<file path="src/rtl/bxg_pkg.sv">
package bxg_pkg;

  // Commands from the controller to the datapath
  typedef struct packed {
    logic load;      // take a new item from the input ports
    logic strip;     // halve both operands, count the common power of two
    logic init;      // latch stripped operands, seed the coefficient pairs
    logic halve_s;   // halve a with its coefficient pair
    logic halve_t;   // halve b with its coefficient pair
    logic step;      // order the operands and subtract
    logic store;     // copy the result into the output register
  } cmd_t;

  // Status from the datapath to the controller
  typedef struct packed {
    logic a_odd;
    logic b_odd;
    logic b_zero;
  } sts_t;

endpackage

</file>
<file path="src/rtl/bxg_ctrl.sv">
module bxg_ctrl (
  input  logic          clk,
  input  logic          rst_n,
  input  logic          in_valid,
  output logic          in_ready,
  output logic          out_valid,
  input  logic          out_ready,
  input  bxg_pkg::sts_t sts,
  output bxg_pkg::cmd_t cmd
);

  localparam logic [2:0] ST_IDLE   = 3'd0;
  localparam logic [2:0] ST_STRIP  = 3'd1;
  localparam logic [2:0] ST_HALVE  = 3'd2;
  localparam logic [2:0] ST_LOOP   = 3'd3;
  localparam logic [2:0] ST_FINISH = 3'd4;

  logic [2:0] state_r, state_nxt;
  logic       out_valid_r, out_valid_nxt;

  assign in_ready  = (state_r == ST_IDLE);
  assign out_valid = out_valid_r;

  // Sequence the phases of one item
  always_comb begin
    state_nxt = state_r;
    cmd       = '0;
    case (state_r)
      ST_IDLE: begin
        if (in_valid) begin
          cmd.load  = 1'b1;
          state_nxt = ST_STRIP;
        end
      end
      ST_STRIP: begin
        if (sts.b_zero) begin
          state_nxt = ST_FINISH;
        end else if (!sts.a_odd && !sts.b_odd) begin
          cmd.strip = 1'b1;
        end else begin
          cmd.init  = 1'b1;
          state_nxt = ST_HALVE;
        end
      end
      ST_HALVE: begin
        if (!sts.a_odd) begin
          cmd.halve_s = 1'b1;
        end else begin
          state_nxt = ST_LOOP;
        end
      end
      ST_LOOP: begin
        if (sts.b_zero) begin
          state_nxt = ST_FINISH;
        end else if (!sts.b_odd) begin
          cmd.halve_t = 1'b1;
        end else begin
          cmd.step = 1'b1;
        end
      end
      ST_FINISH: begin
        if (!out_valid_r || out_ready) begin
          cmd.store = 1'b1;
          state_nxt = ST_IDLE;
        end
      end
      default: begin
        state_nxt = ST_IDLE;
      end
    endcase
  end

  // Hold the result valid until the receiver takes it
  always_comb begin
    out_valid_nxt = out_valid_r;
    if (cmd.store) begin
      out_valid_nxt = 1'b1;
    end else if (out_ready) begin
      out_valid_nxt = 1'b0;
    end
  end

  always_ff @(posedge clk) begin
    if (!rst_n) begin
      state_r     <= ST_IDLE;
      out_valid_r <= 1'b0;
    end else begin
      state_r     <= state_nxt;
      out_valid_r <= out_valid_nxt;
    end
  end

endmodule

</file>
<file path="src/rtl/bxg_dpath.sv">
module bxg_dpath #(
  parameter int N = 31
) (
  input  logic                 clk,
  input  bxg_pkg::cmd_t        cmd,
  output bxg_pkg::sts_t        sts,
  input  logic [N-1:0]         in_operand_a,
  input  logic [N-1:0]         in_operand_b,
  output logic [N-1:0]         out_gcd_value,
  output logic signed [N+2:0]  out_coef_a,
  output logic signed [N+2:0]  out_coef_b
);

  localparam int W  = N + 5;
  localparam int CW = N + 3;
  localparam int SW = $clog2(N);

  logic [N-1:0]         a_r, b_r;
  logic [SW-1:0]        sh_r;
  logic signed [W-1:0]  ra_r, rb_r, sa_r, sb_r, ta_r, tb_r;
  logic [N-1:0]         gcd_r;
  logic signed [CW-1:0] ca_r, cb_r;

  logic                 s_odd, t_odd, a_gt;
  logic signed [W-1:0]  sa_adj, sb_adj, ta_adj, tb_adj;
  logic signed [W-1:0]  a_ext, b_ext;

  assign sts.a_odd  = a_r[0];
  assign sts.b_odd  = b_r[0];
  assign sts.b_zero = (b_r == '0);

  assign a_ext = signed'({{(W-N){1'b0}}, a_r});
  assign b_ext = signed'({{(W-N){1'b0}}, b_r});

  // Make a coefficient pair even before it is halved
  assign s_odd  = sa_r[0] | sb_r[0];
  assign t_odd  = ta_r[0] | tb_r[0];
  assign sa_adj = s_odd ? (sa_r - rb_r) : sa_r;
  assign sb_adj = s_odd ? (sb_r + ra_r) : sb_r;
  assign ta_adj = t_odd ? (ta_r - rb_r) : ta_r;
  assign tb_adj = t_odd ? (tb_r + ra_r) : tb_r;

  assign a_gt = (a_r > b_r);

  always_ff @(posedge clk) begin
    if (cmd.load) begin
      sh_r <= '0;
      if (in_operand_a == '0) begin
        a_r  <= in_operand_b;
        b_r  <= '0;
        sa_r <= '0;
        sb_r <= W'(1);
      end else begin
        a_r  <= in_operand_a;
        b_r  <= in_operand_b;
        sa_r <= W'(1);
        sb_r <= '0;
      end
    end
    if (cmd.strip) begin
      a_r  <= a_r >> 1;
      b_r  <= b_r >> 1;
      sh_r <= sh_r + SW'(1);
    end
    if (cmd.init) begin
      ra_r <= a_ext;
      rb_r <= b_ext;
      sa_r <= W'(1);
      sb_r <= '0;
      ta_r <= '0;
      tb_r <= W'(1);
    end
    if (cmd.halve_s) begin
      a_r  <= a_r >> 1;
      sa_r <= sa_adj >>> 1;
      sb_r <= sb_adj >>> 1;
    end
    if (cmd.halve_t) begin
      b_r  <= b_r >> 1;
      ta_r <= ta_adj >>> 1;
      tb_r <= tb_adj >>> 1;
    end
    // Keep the smaller operand in a, the difference in b
    if (cmd.step) begin
      if (a_gt) begin
        a_r  <= b_r;
        b_r  <= a_r - b_r;
        sa_r <= ta_r;
        sb_r <= tb_r;
        ta_r <= sa_r - ta_r;
        tb_r <= sb_r - tb_r;
      end else begin
        b_r  <= b_r - a_r;
        ta_r <= ta_r - sa_r;
        tb_r <= tb_r - sb_r;
      end
    end
    // Restore the common power of two on the way out
    if (cmd.store) begin
      gcd_r <= a_r << sh_r;
      ca_r  <= sa_r[CW-1:0];
      cb_r  <= sb_r[CW-1:0];
    end
  end

  assign out_gcd_value = gcd_r;
  assign out_coef_a    = ca_r;
  assign out_coef_b    = cb_r;

endmodule

</file>
<file path="src/rtl/binary_extended_gcd.sv">
// Binary extended GCD: gcd_value = coef_a * operand_a + coef_b * operand_b.
// Input channel: in_valid / in_ready with in_operand_a and in_operand_b,
// both unsigned OPERAND_BITS wide. Result channel: out_valid / out_ready
// with out_gcd_value (unsigned) and out_coef_a, out_coef_b (two's
// complement, OPERAND_BITS+3 wide). Every item gives exactly one result.
// One item is worked at a time; in_ready is high while the engine is idle.
// After accept, the engine strips the common power of two, halves both
// working operands and runs the subtract steps, all one per cycle through
// the shared shift and subtract datapath; a zero operand goes straight to
// the result, with no strip, halve or subtract step.
// The result sits in an output register; the engine can take the next item
// while it waits, and if the receiver stalls while a second result is
// finished, that result holds in the engine until the register frees.
// Reset (rst_n, synchronous, active low) drops any item in flight and any
// undelivered result; the datapath registers themselves are not reset.
module binary_extended_gcd #(
  parameter int OPERAND_BITS = 31
) (
  input  logic                          clk,
  input  logic                          rst_n,
  input  logic                          in_valid,
  output logic                          in_ready,
  input  logic [OPERAND_BITS-1:0]       in_operand_a,
  input  logic [OPERAND_BITS-1:0]       in_operand_b,
  output logic                          out_valid,
  input  logic                          out_ready,
  output logic [OPERAND_BITS-1:0]       out_gcd_value,
  output logic signed [OPERAND_BITS+2:0] out_coef_a,
  output logic signed [OPERAND_BITS+2:0] out_coef_b
);

  bxg_pkg::cmd_t cmd;
  bxg_pkg::sts_t sts;

  bxg_ctrl u_ctrl (
    .clk       (clk),
    .rst_n     (rst_n),
    .in_valid  (in_valid),
    .in_ready  (in_ready),
    .out_valid (out_valid),
    .out_ready (out_ready),
    .sts       (sts),
    .cmd       (cmd)
  );

  bxg_dpath #(
    .N (OPERAND_BITS)
  ) u_dpath (
    .clk           (clk),
    .cmd           (cmd),
    .sts           (sts),
    .in_operand_a  (in_operand_a),
    .in_operand_b  (in_operand_b),
    .out_gcd_value (out_gcd_value),
    .out_coef_a    (out_coef_a),
    .out_coef_b    (out_coef_b)
  );

endmodule

</file>
<file path="config.mk">
export PLATFORM = sky130hd
export DESIGN_NAME = binary_extended_gcd
export DESIGN_NICKNAME = d
export VERILOG_FILES = /design/src/rtl/bxg_pkg.sv /design/src/rtl/bxg_ctrl.sv /design/src/rtl/bxg_dpath.sv /design/src/rtl/binary_extended_gcd.sv
export SDC_FILE = /design/constraint.sdc
export NUM_CORES = 2
export LEC_CHECK = 0
export ABC_AREA = 1
export ABC_CLOCK_PERIOD_IN_PS = 6840
export BUFFER_PORTS_ARGS = -buffer_cell sky130_fd_sc_hd__buf_2
export CAP_MARGIN = 20
export CELL_PAD_IN_SITES_DETAIL_PLACEMENT = 1
export CELL_PAD_IN_SITES_GLOBAL_PLACEMENT = 2
export CORE_MARGIN = 2
export CORE_UTILIZATION = 34
export CTS_CLUSTER_DIAMETER = 120
export DETAILED_ROUTE_END_ITERATION = 16
export PLACE_DENSITY = 0.81
export RECOVER_POWER = 100
export SYNTH_ARGS = -nofsm -noshare
export SYNTH_HDL_FRONTEND = slang
export SYNTH_SLANG_ARGS = --single-unit
</file>
<file path="constraint.sdc">
create_clock -name clk -period 6.84 [get_ports clk]
set_input_delay 0.342 -clock clk [delete_from_list [all_inputs] [get_ports clk]]
set_output_delay 0.342 -clock clk [all_outputs]
set_load 0.03 [all_outputs]
</file>
======== Word-level counts from Yosys, hierarchy flattened ========
Cells that the tools add are included.
storage, ports and cells
  output and inout port bits .............. 101
  bits of input ports ..................... 66
  logic and storage cells ................. 112
  register bits after elaboration ......... 376
cells by class
  shift-type cells ........................ 1
  add/subtract/negate cells ............... 11
  reduce and logical (&&, ||, !) cells .... 13
  equality and inequality tests ........... 9
  mux-type cells .......................... 61
  magnitude comparators ................... 1
  bitwise logic cells ..................... 2
operators by type and width
  kind                 number
  $mux 36              22
  $mux 31              12
  $sub 36x36->36       4
  $add 36x32->36       2
  $sub 36x32->36       2
  $logic_not 31->1     2
  $sub 31x31->31       2
  $gt 31x31->1         1
  $shl 31x5->31        1
  $mux 3               6
  $pmux 3 s5           1
  $mux 1               14
  $mux 5               2
  $mux 2               4
  $eq 3x2->1 const B   2
  $add 5x1->5 const B  1
  $reduce_and 5->1     1
  $ne 2x1->1 const B   2
  $ne 2x2->1 const B   2
  $reduce_bool 2->1    2
  $reduce_bool 4->1    1
  $eq 3x1->1 const B   1
  $eq 3x3->1 const B   1
  $logic_not 1->1      3
  other kinds (6)      7

======== Longest topological paths before layout ========
  depth after elaboration ................. 9
  depth in mapped cells ................... 20
  depth with buffers taken out ............ 18

======== Modules after synthesis ========
Synthesis repeated with hierarchy kept, for this count alone.
second synthesis, totals
  cell total of the unflattened synthesis .. 6879
  area, all modules ....................... 41167.0 µm²
modules (own cells, without submodules)
  module     sequential area each (µm²)  area an instance (µm²)  cells each  instances
  bxg_dpath  10139.7                     40844.2                 6830        1
  bxg_ctrl   80.1                        322.8                   49          1

======== Least setup slack after synthesis ========
No wires, ideal clock.
  kind .................................... flip-flop to flip-flop
  start point ............................. register u_ctrl.state_r[0]
  end point ............................... register u_dpath.ca_r[0], in the netlist u_dpath.out_coef_a[0] (enable)
  clock period less this slack ............ 5.332 ns
  path slack .............................. 1.508 ns
  required time ........................... 6.283 ns
  arrival time ............................ 4.775 ns
  setup time .............................. 0.557 ns
  path buffers ............................ 0
  stages on the path, launching flop included .. 4
  cells stage by stage .................... dfxtp_1 -> nor3_1 -> inv_1 -> nor2_1
RTL lines
  element                 RTL line          text
  start, declared         bxg_ctrl.sv:18    logic [2:0] state_r, state_nxt;
  start signal, assigned  bxg_ctrl.sv:88    state_r <= state_nxt;
  end signal, assigned    bxg_dpath.sv:101  ca_r <= sa_r[CW-1:0];
  end, declared           bxg_dpath.sv:22   logic signed [CW-1:0] ca_r, cb_r;

======== Worst setup path in the final report ========
  start point ............................. register u_dpath.a_r[2]
  end point ............................... register u_dpath.sb_r[14]
on the way
  longest elaborated chain between the ends .. 3
ends and longest elaborated chain
  element                 RTL line         text
  start, declared         bxg_dpath.sv:18  logic [N-1:0] a_r, b_r;
  start signal, assigned  bxg_dpath.sv:49  a_r <= in_operand_b;
  start signal, assigned  bxg_dpath.sv:54  a_r <= in_operand_a;
  start signal, assigned  bxg_dpath.sv:61  a_r <= a_r >> 1;
  $gt 31x31->1            bxg_dpath.sv:43  assign a_gt = (a_r > b_r);
  $mux 36                 bxg_dpath.sv:85  if (a_gt) begin
  $mux 36                 bxg_dpath.sv:84  if (cmd.step) begin
  end signal, assigned    bxg_dpath.sv:76  sb_r <= sb_adj >>> 1;
  end signal, assigned    bxg_dpath.sv:89  sb_r <= tb_r;
  end, declared           bxg_dpath.sv:20  logic signed [W-1:0] ra_r, rb_r, sa_r, sb_r, ta_r, tb_r;
Every way passes these cells.
A chain may end at the register's enable or synchronous reset.

==> reports/qor.csv <==
stage,metric,value,unit
outcome,status,"complete, but fails checks",
outcome,violations,"max-capacitance violations, max-slew violations",
floorplanning,initial_core_util,0.3422,
critical_path,cp-end-kind,flip-flop,
critical_path,path_buf_inv,4,
timing,fin_skew,0.06131,ns
critical_path,slowest_stage,nand2_2,
timing,whs,0.04958,ns
critical_path,path_cells,clkbuf_1 -> ha_1 -> nand2_1 -> nand2_1 -> clkinv_1 -> nand2_1 -> nand2_1 -> nand2_1 -> nand2_1 -> nand2_2 -> nand2_2 -> a21oi_4 -> nand2_2 -> inv_1 -> nand2_1 -> nand2_1 -> inv_1,
global_routing,grt_pass1_vias,47188,
power_and_ir_drop,p_int,10.35,mW
cts,htree_levels,2,
route,routed_wl,210300,um
yosys,async_reset_ff_frac,0,
route,drt-pass1-iter-count,5,
cts,clockBufferDepth,3,
timing,final.min_clock_period,5.339,ns
place,place.gp.congestion,0.9660,
critical_path,slowest_delay,1.19,ns
yosys,synth_cells,7022,
floorplanning,ioPinCount,167,
global_routing,antenna_found_initial,10,
cts,cts_root_buffer,clkbuf_16,
timing,max-slew-margin-rel,-0.7700,
yosys,synth_nets,7421,
cts,numCtsBuffers,51,
critical_path,cpMostUsedCell,nand2_1,
critical_path,cp.depth,17,
layout,layout_common_cells,"nand2_1 (2605), inv_1 (1018), nor2_1 (623), nand3_1 (528), a21oi_1 (498)",
global_routing,grt.total_usage,0.3281,
global_routing,grt_overflow,0,
power_and_ir_drop,p_switching,16.22,mW
power_and_ir_drop,design_power_total,26.57,mW
critical_path,critPathTopFamily,simple AND/OR/NAND/NOR gates,
route,vias_per_cell,5.376,
yosys,synth_flop_cell,edfxtp_1,
layout,drive_above_1_share,0.03145,
global_routing,grt_max_degree,88,
critical_path,arrival,5.90,ns
cts,cts_tree,yes,
cts,cts.clk_slew.worst_paths,0.07,ns
critical_path,regToRegSetupSlack,1.50,ns
yosys,avgSynthCellArea,5.924,um2
critical_path,cp_max_fo,87,
timing,worstMarginPinSlew,2.655,ns
cts,cts_num_sinks,376,
route,post-route-drc-count,0,
power_and_ir_drop,irDropWorstVdd,0.3530,mV
timing,timing.fmax,0.1873,GHz
power_and_ir_drop,p_per_area,582.4,nW/um2
timing,fin_setup_tns,0,ns
floorplanning,core_area,121600,um2
critical_path,reg2regPathDepth,17,
timing,slew_viol_final,491,
floorplanning,dieArea,125200,um2
floorplanning,rows,128,
yosys,ys.warnings.count,0,
yosys,synth_cell_types,45,
power_and_ir_drop,power_frac_clock,0.108,
cts,clk_latency,0.70,ns
layout,fin_nets,7478,
layout,final_common_cell,nand2_1,
yosys,netlist_area,41600,um2
power_and_ir_drop,leakage,23.78,nW
job,cap_viol_max_count,11,
power_and_ir_drop,swShare,0.6104,
global_routing,grt_pass1_wl,309000,um
floorplanning,die_w,353.8,um
critical_path,cp.required,7.41,ns
critical_path,crit_type,flip-flop to flip-flop,
hold_path,whs_path_depth,3,
route,num_vias,47053,
hold_path,hold_path.class,input pin to flip-flop,
power_and_ir_drop,p_seq_frac,0.180,
place,dp_hpwl,173800,um
layout,final_util,0.3753,
route,wire_per_inst,24.02,um
critical_path,startpoint_type,flip-flop,
yosys,seq_area_frac_synth,0.2457,
timing,rsz0062_at_grt,false,
place,port_buffers,166,
route,postRouteAntennaNets,0,
timing,hold_viol,0,
yosys,yosys_register_bits,376,
power_and_ir_drop,combPwrFrac,0.711,
floorplanning,die_y,353.8,um
route,drt_iter0_drc,3961,
layout,area_growth,9.664,%
timing,min_period_over_period,0.7805,
yosys,synth-edff-count,269,
timing,setup_viol,0,
==> repair_timing <==
action	CTS	global route
hold buffers	2	0
hold endpoints to repair	4	0
resized for setup	0	0
buffers inserted	0	0
==> cell usage after synthesis (6+ instances only) <==
library cell	n	area (um2)
or2_2	10	62.56
o21ai_1	19	95.09
nor3_1	53	265.3
mux2i_1	12	120.1
buf_4	8	60.06
a31oi_1	46	287.8
clkbuf_1	152	570.6
inv_1	1020	3829
xnor2_1	18	157.7
nand3b_1	8	60.06
buf_2	44	220.2
o21bai_1	41	307.8
clkinv_1	8	30.03
inv_2	10	37.54
ha_1	323	4041
nand4_1	56	350.3
o21ai_0	325	1627
nor4_1	7	43.79
nand2_1	2607	9786
xor2_1	123	1077
o211ai_1	16	120.1
dfxtp_1	107	2142
buf_1	6	22.52
fa_1	10	200.2
nor2_1	626	2350
o21a_1	13	97.59
a21oi_1	498	2492
edfxtp_1	269	8078
nand3_1	528	2643
a21o_1	20	150.1
==> kinds of logic (layout without fill, tap and decap cells) <==
logic type / count (synthesis) / in the layout / share of synthesized area
mux: 12 / 12 / 0.002888
compound gates: 995 / 995 / 0.1276
simple gates: 3915 / 3915 / 0.3771
other cells: 0 / 5 / 0
flops: 376 / 376 / 0.2457
xor+xnor: 141 / 141 / 0.02969
buf+inv: 1250 / 1350 / 0.1150
fa+ha+maj: 333 / 333 / 0.1020
==> sequential cells by signal, indices dropped and copies added (netlist names) <==
register	flops
u_dpath.ra_r	31
u_dpath.tb_r	36
u_ctrl.state_r	3
u_dpath.ta_r	36
u_dpath.out_coef_a	34
u_dpath.a_r	31
u_dpath.rb_r	31
u_dpath.sb_r	36
u_dpath.out_coef_b	34
u_dpath.sa_r	36
u_dpath.sh_r	5
u_dpath.out_gcd_value	31
u_ctrl.out_valid	1
u_dpath.b_r	31
==> cell type report <==
class                           count  area [um2]
Inverter                         1038        3896
Timing Repair Buffer              216        1077
Multi-Input combinational cell   5396       26620
Sequential cell                   376       10220
Clock buffer                       61        1366
Fill cell                       16419       75940
Antenna cell                        5       12.51
Tap cell                         1625        2033
Clock inverter                     35       391.6
==> worst min-delay path, cell delays in order <==
cell	delay, ns
buf_2	0.13
nand3_1	0.08
nand2_1	0.06
==> per-stage QoR <==
| stage | instance area (um2) | setup WS (ns) | cells |
|---|---|---|---|
| final | 45620 | 1.501 | 8752 |
| after global routing | 45620 | 1.235 | 8751 |
| after CTS | 45810 | 2.695 | 8746 |
| after detailed placement | 44030 | 2.737 | 8648 |
| after global placement | 44010 | 2.761 | 8645 |
| after floorplan | 41600 | 1.508 | 7022 |
==> power by group through the flow <==
stage	combinational (mW)	sequential (mW)	clock, mW
2_1_floorplan	12.3	3.95	0
6_report	18.9	4.79	2.88
4_1_cts	18.7	4.71	2.93
3_5_place_dp	18.5	4.75	0
3_3_place_gp	18.3	4.75	0
5_1_grt	20.8	4.80	3.00
==> worst paths after layout <==
kind	start	endpoint
worst max-delay path	u_dpath.a_r[2]	u_dpath.sb_r[14]
worst min-delay path	in_operand_b[30]	u_dpath.b_r[30]
worst max register to register	u_dpath.a_r[2]	u_dpath.sb_r[14]
worst min register to register	u_dpath.b_r[0]	u_dpath.rb_r[0]
==> per-layer routing <==
layer  up-vias  routed length, um  track usage
met4         0               9138       0.1272
li1      22450                  -            -
met2      1386              91430       0.5160
met1     22931              97280       0.4584
met5         -                  0            0
met3       286              12410      0.03706
Note: power is estimated with default switching activity, not from simulation.
